## config.mk

```make
export PLATFORM = sky130hd
export DESIGN_NAME = double_to_decimal_string
export DESIGN_NICKNAME = d
export VERILOG_FILES = /design/src/rtl/core/dd2s_pkg.sv /design/src/rtl/core/double_to_decimal_string.sv /design/src/rtl/core/dd2s_align.sv /design/src/rtl/core/dd2s_dabble.sv
export SDC_FILE = /design/constraint.sdc
export NUM_CORES = 2
export LEC_CHECK = 0
export BUFFER_PORTS_ARGS = -buffer_cell sky130_fd_sc_hd__buf_2
export CAP_MARGIN = 20
export CORE_ASPECT_RATIO = 1.4
export CORE_MARGIN = 2
export CORE_UTILIZATION = 45
export CTS_CLUSTER_SIZE = 20
export DETAILED_ROUTE_END_ITERATION = 10
export PLACE_DENSITY = 0.67
export SLEW_MARGIN = 20
export SYNTH_ARGS = -nofsm -noshare
export SYNTH_HDL_FRONTEND = slang
export SYNTH_HIERARCHICAL = 1
export SYNTH_SLANG_ARGS = --single-unit
```

## constraint.sdc

```tcl
create_clock -name clk_i -period 7.3 [get_ports clk_i]
set_clock_uncertainty 0.2 [all_clocks]
set_input_delay 1.46 -clock clk_i [delete_from_list [all_inputs] [get_ports clk_i]]
set_output_delay 1.46 -clock clk_i [all_outputs]
set_load 0.01 [all_outputs]
```

## src/rtl/core/dd2s_pkg.sv

```systemverilog
package dd2s_pkg;

  // Field widths of the double
  localparam int unsigned ExpW  = 11;
  localparam int unsigned MantW = 52;

  // Exponent field values
  localparam logic [ExpW-1:0] EXP_ALL_ONES = 11'h7FF;
  localparam logic [11:0]     EXP_BIAS     = 12'd1023;

  // Binary widths and decimal digit counts of the two parts
  localparam int unsigned PartW      = 64;
  localparam int unsigned IntDigits  = 20;
  localparam int unsigned FracDigits = 19;

  // Fixed-point scale of the fraction: 10^19
  localparam logic [PartW-1:0] TEN_POW_19 = 64'd10000000000000000000;

  // Defaults
  localparam int unsigned  FRACTION_DIGITS_DEF = 19;
  localparam logic [4:0]   ROUND_PLACES_RESET  = 5'd6;

  // ASCII codes
  localparam logic [6:0] CHAR_ZERO  = 7'h30;
  localparam logic [6:0] CHAR_MINUS = 7'h2D;
  localparam logic [6:0] CHAR_DOT   = 7'h2E;

  // Characters of the word for infinity or NaN
  function automatic logic [6:0] inf_char(input logic [2:0] idx);
    logic [6:0] c;
    case (idx)
      3'd0:    c = 7'h49; // I
      3'd1:    c = 7'h6E; // n
      3'd2:    c = 7'h66; // f
      3'd3:    c = 7'h69; // i
      3'd4:    c = 7'h6E; // n
      3'd5:    c = 7'h69; // i
      3'd6:    c = 7'h74; // t
      default: c = 7'h79; // y
    endcase
    return c;
  endfunction

endpackage

```

## src/rtl/core/double_to_decimal_string.sv

```systemverilog
// Channel  Direction  Handshake                  Payload
// in       input      in_valid_i / in_ready_o    value_bits_i
// out      output     out_valid_o / out_ready_i  text_char_o, last_char_o
// cfg      input      cfg_we_i                   cfg_wdata_i (round_places)
//
// Steps: infinity or NaN emits the sign, then its letters one at a time. Other
// values align the binary point by the exponent, sum the fraction, pass through the
// serial BCD converter, drop leading zeros and emit the sign, then each remaining
// character. Reset clears control and sets round_places to 6.
// A stalled output holds its character; the next item is taken while the final
// character of the previous one still waits.
module double_to_decimal_string #(
  parameter int unsigned FRACTION_DIGITS = dd2s_pkg::FRACTION_DIGITS_DEF
) (
  input  logic        clk_i,
  input  logic        rst_ni,
  input  logic        in_valid_i,
  output logic        in_ready_o,
  input  logic [63:0] value_bits_i,
  output logic        out_valid_o,
  input  logic        out_ready_i,
  output logic [6:0]  text_char_o,
  output logic        last_char_o,
  input  logic        cfg_we_i,
  input  logic [4:0]  cfg_wdata_i
);
  import dd2s_pkg::*;

  localparam int unsigned Gen = (FRACTION_DIGITS > FracDigits) ? FracDigits :
                                (FRACTION_DIGITS < 1) ? 1 : FRACTION_DIGITS;
  localparam int unsigned IntW  = 4 * IntDigits;
  localparam int unsigned FracW = 4 * FracDigits;

  typedef enum logic [3:0] {
    S_IDLE, S_ALIGN, S_CONV, S_FRAC, S_SKIP, S_SIGN, S_INF, S_INT, S_DOT, S_FD
  } state_e;

  state_e           state_q;
  logic [4:0]       rp_q, keep_q, cnt_q;
  logic [5:0]       step_q;
  logic             neg_q, inf_q, rnd_q, int_ok_q;
  logic [PartW-1:0] lo_q, p_q, acc_q, acc_d;
  logic [IntW-1:0]  int_q;
  logic [FracW-1:0] frac_q;
  logic             oval_q, olast_q;
  logic [6:0]       ochar_q;

  logic             accept, ok, align_start, align_done, int_start, frac_start;
  logic             int_done, frac_done, emit, emit_last;
  logic [6:0]       emit_char;
  logic [PartW-1:0] hi, lo;
  logic [IntW-1:0]  int_bcd;
  logic [FracW-1:0] frac_bcd;
  logic [4:0]       keep_d;
  logic             rnd_d;

  function automatic logic [3:0] frac_digit(input logic [FracW-1:0] b,
                                            input logic [4:0] idx);
    logic [3:0] d;
    d = 4'd0;
    for (int j = 0; j < FracDigits; j++) begin
      if (idx == 5'(j)) d = b[FracW-1-4*j -: 4];
    end
    return d;
  endfunction

  assign accept      = in_valid_i && in_ready_o;
  assign in_ready_o  = (state_q == S_IDLE);
  assign ok          = !oval_q || out_ready_i;
  assign align_start = accept && (value_bits_i[62:52] != EXP_ALL_ONES);
  assign int_start   = (state_q == S_ALIGN) && align_done;
  assign frac_start  = (state_q == S_CONV) && (step_q == 6'd62);
  assign acc_d       = lo_q[PartW-1] ? acc_q + p_q : acc_q;

  dd2s_align u_align (
    .clk_i   (clk_i),
    .rst_ni  (rst_ni),
    .start_i (align_start),
    .field_i (value_bits_i[62:52]),
    .mant_i  (value_bits_i[51:0]),
    .done_o  (align_done),
    .hi_o    (hi),
    .lo_o    (lo)
  );

  dd2s_dabble #(.BIN_W(PartW), .DIGITS(IntDigits)) u_int_dabble (
    .clk_i   (clk_i),
    .rst_ni  (rst_ni),
    .start_i (int_start),
    .bin_i   (hi),
    .done_o  (int_done),
    .bcd_o   (int_bcd)
  );

  dd2s_dabble #(.BIN_W(PartW), .DIGITS(FracDigits)) u_frac_dabble (
    .clk_i   (clk_i),
    .rst_ni  (rst_ni),
    .start_i (frac_start),
    .bin_i   (acc_d),
    .done_o  (frac_done),
    .bcd_o   (frac_bcd)
  );

  // Digit count kept and the one-digit rounding decision
  always_comb begin
    keep_d = (rp_q >= 5'(Gen)) ? 5'(Gen) : rp_q;
    rnd_d  = (keep_d != 5'd0) && (keep_d < 5'(Gen)) &&
             (frac_digit(frac_bcd, keep_d) > 4'd4) &&
             (frac_digit(frac_bcd, keep_d - 5'd1) < 4'd9);
  end

  // Select the character of the current emit state
  always_comb begin
    emit      = 1'b0;
    emit_last = 1'b0;
    emit_char = CHAR_ZERO;
    case (state_q)
      S_SIGN: begin
        emit      = neg_q && ok;
        emit_char = CHAR_MINUS;
      end
      S_INF: begin
        emit      = ok;
        emit_char = inf_char(cnt_q[2:0]);
        emit_last = (cnt_q[2:0] == 3'd7);
      end
      S_INT: begin
        emit      = ok;
        emit_char = CHAR_ZERO + {3'd0, int_q[IntW-1 -: 4]};
      end
      S_DOT: begin
        emit      = ok;
        emit_char = CHAR_DOT;
        emit_last = (keep_q == 5'd0);
      end
      S_FD: begin
        emit      = ok;
        emit_last = (cnt_q == 5'd1);
        emit_char = CHAR_ZERO + {3'd0, frac_q[FracW-1 -: 4]} +
                    {6'd0, emit_last && rnd_q};
      end
      default: emit = 1'b0;
    endcase
  end

  // Sequencer, configuration register and output register
  always_ff @(posedge clk_i or negedge rst_ni) begin
    if (!rst_ni) begin
      state_q  <= S_IDLE;
      rp_q     <= ROUND_PLACES_RESET;
      cnt_q    <= '0;
      step_q   <= '0;
      keep_q   <= '0;
      rnd_q    <= 1'b0;
      neg_q    <= 1'b0;
      inf_q    <= 1'b0;
      int_ok_q <= 1'b0;
      oval_q   <= 1'b0;
      olast_q  <= 1'b0;
      ochar_q  <= '0;
    end else begin
      if (cfg_we_i) rp_q <= cfg_wdata_i;

      if (emit) begin
        oval_q  <= 1'b1;
        ochar_q <= emit_char;
        olast_q <= emit_last;
      end else if (out_ready_i) begin
        oval_q <= 1'b0;
      end

      if (int_start) begin
        int_ok_q <= 1'b0;
      end else if (int_done) begin
        int_ok_q <= 1'b1;
      end

      case (state_q)
        S_IDLE: begin
          if (accept) begin
            neg_q   <= value_bits_i[63];
            inf_q   <= (value_bits_i[62:52] == EXP_ALL_ONES);
            cnt_q   <= '0;
            state_q <= (value_bits_i[62:52] == EXP_ALL_ONES) ? S_SIGN : S_ALIGN;
          end
        end
        S_ALIGN: begin
          if (align_done) begin
            step_q  <= '0;
            state_q <= S_CONV;
          end
        end
        S_CONV: begin
          step_q <= step_q + 6'd1;
          if (frac_start) state_q <= S_FRAC;
        end
        S_FRAC: begin
          if (frac_done && (int_ok_q || int_done)) begin
            keep_q  <= keep_d;
            rnd_q   <= rnd_d;
            cnt_q   <= 5'(IntDigits);
            state_q <= S_SKIP;
          end
        end
        S_SKIP: begin
          if (int_q[IntW-1 -: 4] == 4'd0 && cnt_q > 5'd1) begin
            cnt_q <= cnt_q - 5'd1;
          end else begin
            state_q <= S_SIGN;
          end
        end
        S_SIGN: begin
          if (!neg_q || ok) state_q <= inf_q ? S_INF : S_INT;
        end
        S_INF: begin
          if (ok) begin
            cnt_q <= cnt_q + 5'd1;
            if (cnt_q[2:0] == 3'd7) state_q <= S_IDLE;
          end
        end
        S_INT: begin
          if (ok) begin
            cnt_q <= cnt_q - 5'd1;
            if (cnt_q == 5'd1) state_q <= S_DOT;
          end
        end
        S_DOT: begin
          if (ok) begin
            cnt_q   <= keep_q;
            state_q <= (keep_q == 5'd0) ? S_IDLE : S_FD;
          end
        end
        S_FD: begin
          if (ok) begin
            cnt_q <= cnt_q - 5'd1;
            if (cnt_q == 5'd1) state_q <= S_IDLE;
          end
        end
        default: state_q <= S_IDLE;
      endcase
    end
  end

  // Fraction accumulation and digit shift registers
  always_ff @(posedge clk_i) begin
    if (int_start) begin
      lo_q  <= lo;
      p_q   <= {1'b0, TEN_POW_19[PartW-1:1]};
      acc_q <= '0;
    end else if (state_q == S_CONV) begin
      lo_q  <= {lo_q[PartW-2:0], 1'b0};
      p_q   <= {1'b0, p_q[PartW-1:1]};
      acc_q <= acc_d;
    end

    if (state_q == S_FRAC && frac_done) begin
      int_q  <= int_bcd;
      frac_q <= frac_bcd;
    end else if ((state_q == S_SKIP && int_q[IntW-1 -: 4] == 4'd0 && cnt_q > 5'd1) ||
                 (state_q == S_INT && ok)) begin
      int_q <= {int_q[IntW-5:0], 4'd0};
    end else if (state_q == S_FD && ok) begin
      frac_q <= {frac_q[FracW-5:0], 4'd0};
    end
  end

  assign out_valid_o = oval_q;
  assign text_char_o = ochar_q;
  assign last_char_o = olast_q;

  a_last_to_idle: assert property (@(posedge clk_i) disable iff (!rst_ni)
    (emit && emit_last) |=> (state_q == S_IDLE))
    else $error("final character did not return the sequencer to idle");

  a_keep_bound: assert property (@(posedge clk_i) disable iff (!rst_ni)
    keep_q <= 5'(Gen))
    else $error("kept digit count exceeds generated digits");

  a_int_count: assert property (@(posedge clk_i) disable iff (!rst_ni)
    (state_q == S_INT) |-> (cnt_q != 5'd0 && cnt_q <= 5'(IntDigits)))
    else $error("integer digit count out of range");

  a_frac_count: assert property (@(posedge clk_i) disable iff (!rst_ni)
    (state_q == S_FD) |-> (cnt_q != 5'd0 && cnt_q <= keep_q))
    else $error("fraction digit count out of range");

endmodule

```

## src/rtl/core/dd2s_align.sv

```systemverilog
module dd2s_align (
  input  logic                          clk_i,
  input  logic                          rst_ni,
  input  logic                          start_i,
  input  logic [dd2s_pkg::ExpW-1:0]     field_i,
  input  logic [dd2s_pkg::MantW-1:0]    mant_i,
  output logic                          done_o,
  output logic [dd2s_pkg::PartW-1:0]    hi_o,
  output logic [dd2s_pkg::PartW-1:0]    lo_o
);
  import dd2s_pkg::*;

  localparam int unsigned PairW = 2 * PartW;

  logic [PairW-1:0] pair_q;
  logic [6:0]       cnt_q;
  logic             left_q, busy_q;
  logic [11:0]      shamt, mag;
  logic             big;

  // Unbiased exponent and its magnitude
  assign shamt = {1'b0, field_i} - EXP_BIAS;
  assign mag   = shamt[11] ? (12'd0 - shamt) : shamt;
  assign big   = (mag >= 12'd128);

  // Shift the integer:fraction pair one bit per cycle
  always_ff @(posedge clk_i or negedge rst_ni) begin
    if (!rst_ni) begin
      cnt_q  <= '0;
      left_q <= 1'b0;
      busy_q <= 1'b0;
    end else if (start_i) begin
      cnt_q  <= big ? 7'd0 : mag[6:0];
      left_q <= ~shamt[11];
      busy_q <= 1'b1;
    end else if (busy_q) begin
      if (cnt_q != 7'd0) begin
        cnt_q <= cnt_q - 7'd1;
      end else begin
        busy_q <= 1'b0;
      end
    end
  end

  always_ff @(posedge clk_i) begin
    if (start_i) begin
      pair_q <= big ? '0 : {64'd1, mant_i, 12'd0};
    end else if (busy_q && cnt_q != 7'd0) begin
      pair_q <= left_q ? {pair_q[PairW-2:0], 1'b0} : {1'b0, pair_q[PairW-1:1]};
    end
  end

  assign done_o = busy_q && (cnt_q == 7'd0);
  assign hi_o   = pair_q[PairW-1:PartW];
  assign lo_o   = pair_q[PartW-1:0];

endmodule

```

## src/rtl/core/dd2s_dabble.sv

```systemverilog
module dd2s_dabble #(
  parameter int unsigned BIN_W  = dd2s_pkg::PartW,
  parameter int unsigned DIGITS = dd2s_pkg::IntDigits
) (
  input  logic                  clk_i,
  input  logic                  rst_ni,
  input  logic                  start_i,
  input  logic [BIN_W-1:0]      bin_i,
  output logic                  done_o,
  output logic [4*DIGITS-1:0]   bcd_o
);
  import dd2s_pkg::*;

  localparam int unsigned BcdW = 4 * DIGITS;
  localparam int unsigned CntW = $clog2(BIN_W + 1);

  logic [BIN_W-1:0] bin_q;
  logic [BcdW-1:0]  bcd_q, adj;
  logic [CntW-1:0]  cnt_q;
  logic             busy_q, done_q;

  // Add three to every digit of five or more
  always_comb begin
    for (int j = 0; j < DIGITS; j++) begin
      adj[4*j +: 4] = (bcd_q[4*j +: 4] >= 4'd5) ? bcd_q[4*j +: 4] + 4'd3 : bcd_q[4*j +: 4];
    end
  end

  // Shift one binary bit into the digits per cycle
  always_ff @(posedge clk_i or negedge rst_ni) begin
    if (!rst_ni) begin
      cnt_q  <= '0;
      busy_q <= 1'b0;
      done_q <= 1'b0;
    end else begin
      done_q <= 1'b0;
      if (start_i) begin
        cnt_q  <= CntW'(BIN_W);
        busy_q <= 1'b1;
      end else if (busy_q) begin
        cnt_q <= cnt_q - CntW'(1);
        if (cnt_q == CntW'(1)) begin
          busy_q <= 1'b0;
          done_q <= 1'b1;
        end
      end
    end
  end

  always_ff @(posedge clk_i) begin
    if (start_i) begin
      bin_q <= bin_i;
      bcd_q <= '0;
    end else if (busy_q) begin
      bin_q <= {bin_q[BIN_W-2:0], 1'b0};
      bcd_q <= {adj[BcdW-2:0], bin_q[BIN_W-1]};
    end
  end

  assign done_o = done_q;
  assign bcd_o  = bcd_q;

endmodule

```

==> run_results.csv <==
group,metric,value,unit
route,drtPass1Iterations,6,
floorplan,die_h,375,um
worst_setup_path,worst-setup-path-type,"register to register",
yosys,syn_inst,4566,
power,leakagePower,0.0189,uW
yosys,synth_area,0.0443,mm^2
layout,final_area,0.0483,mm^2
yosys,synth_seq_cells,824,
layout,layout.nets,4742,
layout,syn_to_final_growth,8.93,%
global_route,grt_max_degree,168,
route,drt_iter0_drc,2358,
route,wl,96.2,mm
yosys,synthFlopType,"edfxtp_1",
clock_tree,ctsHoldBuffers,0,
timing,setup_violations,0,
worst_setup_path,slowest_stage,"inv_8",
power,p_comb_share,30.1,%
worst_setup_path,crit_top_cell,"nor2_1",
yosys,synth_top_area_share,32.3,%
layout,nFillCells,9005,
layout,layout-drive-gt1-share,11.3,%
clock_tree,clock_tree.root_cell,"clkbuf_16",
worst_setup_path,crit_buf_inv,3,
timing,slew_headroom,31.0,%
placed_design,place_area,0.0456,mm^2
floorplan,die_w,269,um
timing,rsz0062_at_grt,"no",
yosys,synth_fp_nets,4800,
global_route,grt_pass1_wl,160,mm
floorplan,coreArea,0.0978,mm^2
yosys,synth-async-reset-ratio,7.89,%
hold_path,hp-class,"register to register",
power,fin_total_pwr,16800,uW
yosys,synthDistinctLibCells,94,
yosys,synth_seq_area_share,48.7,%
worst_setup_path,crit_family,"buffers and inverters",
worst_setup_path,path_cells,"nor4_1 > nand3b_1 > nor2_1 > nand3_4 > inv_8 > nor2_1 > inv_2 > buf_4",
power,netSwitchingPower,5790,uW
worst_setup_path,critPathLaunchType,"register",
global_route,grt_pass1_vias,31819,
global_route,antenna_found_initial,2,
layout,multi_input_area,0.0209,mm^2
floorplan,die-area,0.101,mm^2
clock_tree,cts_resized,0,
timing,setup_tns,0,ns
clock_tree,numCtsBuffers,79,
layout,regArea,0.0216,mm^2
placed_design,io_buffers,83,
clock_tree,postCtsSetupBuffers,0,
clock_tree,cts_sinks,824,
route,drtAntennaViolNets,0,
route,vias,32779,
route,vias_per_cell,5.57,
worst_setup_path,path_max_fanout,102,
power,swShare,34.6,%
floorplan,ios,84,
power,clock_power_share,25.3,%
run_status,status,"finished, final reports clean",
clock_tree,clockBufferDepth,3,
power,peakVddDrop,0.279,mV
placed_design,gp_congestion,0.864,
route,post-route-drc-count,0,
clock_tree,path_clk_slew,0.06,ns
floorplan,num_rows,136,
timing,hold_viol_final,0,
global_route,track_usage,18.7,%
timing,fmax,218,MHz
timing,tightest_slew,1.03,ns
timing,post-route-min-period,4.58,ns
yosys,postSynthAreaPerCell,9.70,um^2
worst_setup_path,critPathRequiredTime,7.40,ns
timing,final_max_slew_viol_count,0,
power,p_int,11000,uW
floorplan,initial_core_util,45.3,%
job,drv_cap,0,
power,p_per_area,347,mW/mm^2
power,sequentialPowerShare,44.6,%
clock_tree,cts_tree,"built",
timing,period_share,62.7,%
worst_setup_path,slowest_delay,0.73,ns
yosys,synthTopCellsByArea,"edfxtp_1, dfxtp_1, nand2_1, ha_1, mux2_2",
global_route,grt-ovfl-total,0,
clock_tree,ctsHtreeMaxLevel,3,
yosys,yosys_warnings,6,
worst_setup_path,crit_path_end_kind,"register",
placed_design,dp_hpwl,61.2,mm
worst_setup_path,arrival,4.68,ns
clock_tree,clk_latency,0.66,ns
yosys,synth_edf_count,476,
yosys,yosys.area.top_type,"edfxtp_1",
route,post_drt_wl_per_cell,16.3,um
final timing paths:
| kind | start | end | slack [ns] | depth (start not counted) |
|---|---|---|---|---|
| worst max-delay path | u_align/cnt_q[3]$_DFFE_PN0P_ | u_int_dabble/bin_q[16]$_DFFE_PP_ | 2.72 | 8 |
| worst min-delay path | p_q[62]$_SDFFE_PP1P_ | p_q[62]$_SDFFE_PP1P_ | 0.27 | 2 |
| worst max register to register | u_align/cnt_q[3]$_DFFE_PN0P_ | u_int_dabble/bin_q[16]$_DFFE_PP_ | 2.72 | 8 |
| worst min register to register | p_q[62]$_SDFFE_PP1P_ | p_q[62]$_SDFFE_PP1P_ | 0.27 | 2 |
| max in group asynchronous | rst_ni | u_align/left_q$_DFFE_PN0P_ | 5.36 | 2 |
| min in group asynchronous | rst_ni | rp_q[0]$_DFFE_PN0P_ | 0.55 | 1 |
worst reg2reg max path, cell delays in order (launching register included):
cell and delay, ns:
dfrtp_1 0.41, nor4_1 0.49, nand3b_1 0.18, nor2_1 0.35, nand3_4 0.54, inv_8 0.78, nor2_1 0.20, inv_2 0.52
buf_4 0.54
registers in the layout (all words and copies together) (netlist names), 4 cells and up:
register and flops:
p_q 63, u_int_dabble/bin_q 64, u_align/pair_q 128, state_q 4
u_frac_dabble/cnt_q 7, keep_q 5, frac_q 76, rp_q 5
u_frac_dabble/bcd_o 76, text_char_o 7, int_q 80, u_align/cnt_q 7
acc_q 64, step_q 6, lo_q 64, u_frac_dabble/bin_q 64
cnt_q 5, u_int_dabble/bcd_o 80, u_int_dabble/cnt_q 7
layer usage:
| metal | GRT usage (%) | wire length (um) | up-vias |
|---|---|---|---|
| met1 | 22.9 | 42100 | 15749 |
| met4 | 5.86 | 1990 | 2 |
| met3 | 2.55 | 3360 | 145 |
| li1 | - | - | 16324 |
| met5 | 0 | 13 | - |
| met2 | 33.7 | 48800 | 559 |
power groups by stage:
| stage | logic (uW) | registers (uW) | clock network, uW |
|---|---|---|---|
| 2_1_floorplan | 4170 | 7180 | 0 |
| 3_3_place_gp | 4870 | 7550 | 0 |
| 3_5_place_dp | 5030 | 7560 | 0 |
| 4_1_cts | 5050 | 7480 | 4360 |
| 5_1_grt | 5670 | 7650 | 4520 |
| 6_report | 5040 | 7470 | 4240 |
synth_stat cells (35+ instances only):
| cell type | count |
|---|---|
| a311oi_2 | 37 |
| or3_1 | 42 |
| dfrtp_1 | 63 |
| nand3_1 | 86 |
| ha_1 | 159 |
| o21ai_1 | 87 |
| xnor2_1 | 61 |
| o32ai_1 | 40 |
| o21ai_0 | 241 |
| mux2_2 | 150 |
| o2bb2ai_1 | 50 |
| nor3_1 | 77 |
| a22o_1 | 35 |
| inv_1 | 204 |
| o22ai_1 | 47 |
| nand4_1 | 58 |
| clkbuf_1 | 155 |
| nand2_1 | 975 |
| buf_2 | 65 |
| edfxtp_1 | 476 |
| nor2_1 | 276 |
| a21oi_1 | 244 |
| mux2i_1 | 136 |
| dfxtp_1 | 283 |
cell families after synthesis:
logic type,Yosys count,synth area share [%]
AND/OR/NAND/NOR,1633,15.8
AO/OA/AOI/OAI,1071,16.7
multiplexers,326,8.08
flip-flops,824,48.7
XOR/XNOR,92,1.82
buffers and inverters,460,4.31
adder cells (fa/ha/maj),160,4.54
cell type report:
class	instances	area share [%]
flip-flops and latches	824	44.8
multi-input cells	3282	43.2
clock buffers	116	4.70
well taps	1311	3.40
inverters	204	1.60
repair buffers	117	1.47
clock inverters	32	0.814
diodes	1	0.00519
metrics by stage:
| stage | hold slack (ns) | setup slack [ns] | instances | utilization, % |
|---|---|---|---|---|
| after floorplan | 0.235 | 1.22 | 4566 | - |
| after global placement | 0.257 | 2.67 | 5738 | 46.6 |
| after detailed placement | 0.259 | 2.65 | 5738 | 46.6 |
| after CTS | 0.267 | 2.68 | 5886 | 49.3 |
| after global routing | 0.291 | 2.38 | 5887 | 49.3 |
| final | 0.267 | 2.72 | 5887 | 49.3 |
cells in the final DEF (no fill, tap or decap), types with 14 or more instances in the layout:
cell type	Yosys	layout
xor2_1	31	31
and2_1	22	22
nor2_1	276	273
buf_4	9	32
o32ai_1	40	40
nand4_1	58	58
o22ai_1	47	47
o21a_1	14	14
mux2_2	150	150
edfxtp_1	476	476
o22a_2	18	18
a31oi_1	31	31
a311oi_2	37	37
dfxtp_1	283	283
o21ai_0	241	240
nand3_1	86	85
a211oi_1	19	19
o22a_1	18	18
or3_1	42	42
o21ai_1	87	87
a21o_1	34	34
nand2_1	975	975
ha_1	159	159
buf_2	65	82
nand2b_1	18	17
mux2i_1	136	136
a21bo_1	26	26
clkbuf_1	155	25
nor3_1	77	76
clkbuf_16	0	82
nor2b_1	14	14
o2bb2ai_1	50	50
o2bb2ai_2	14	14
dfrtp_1	63	59
mux2_1	33	33
a22o_1	35	35
a21oi_1	244	244
xnor2_1	61	61
inv_1	204	200
Power figures use the tool's default switching activity.
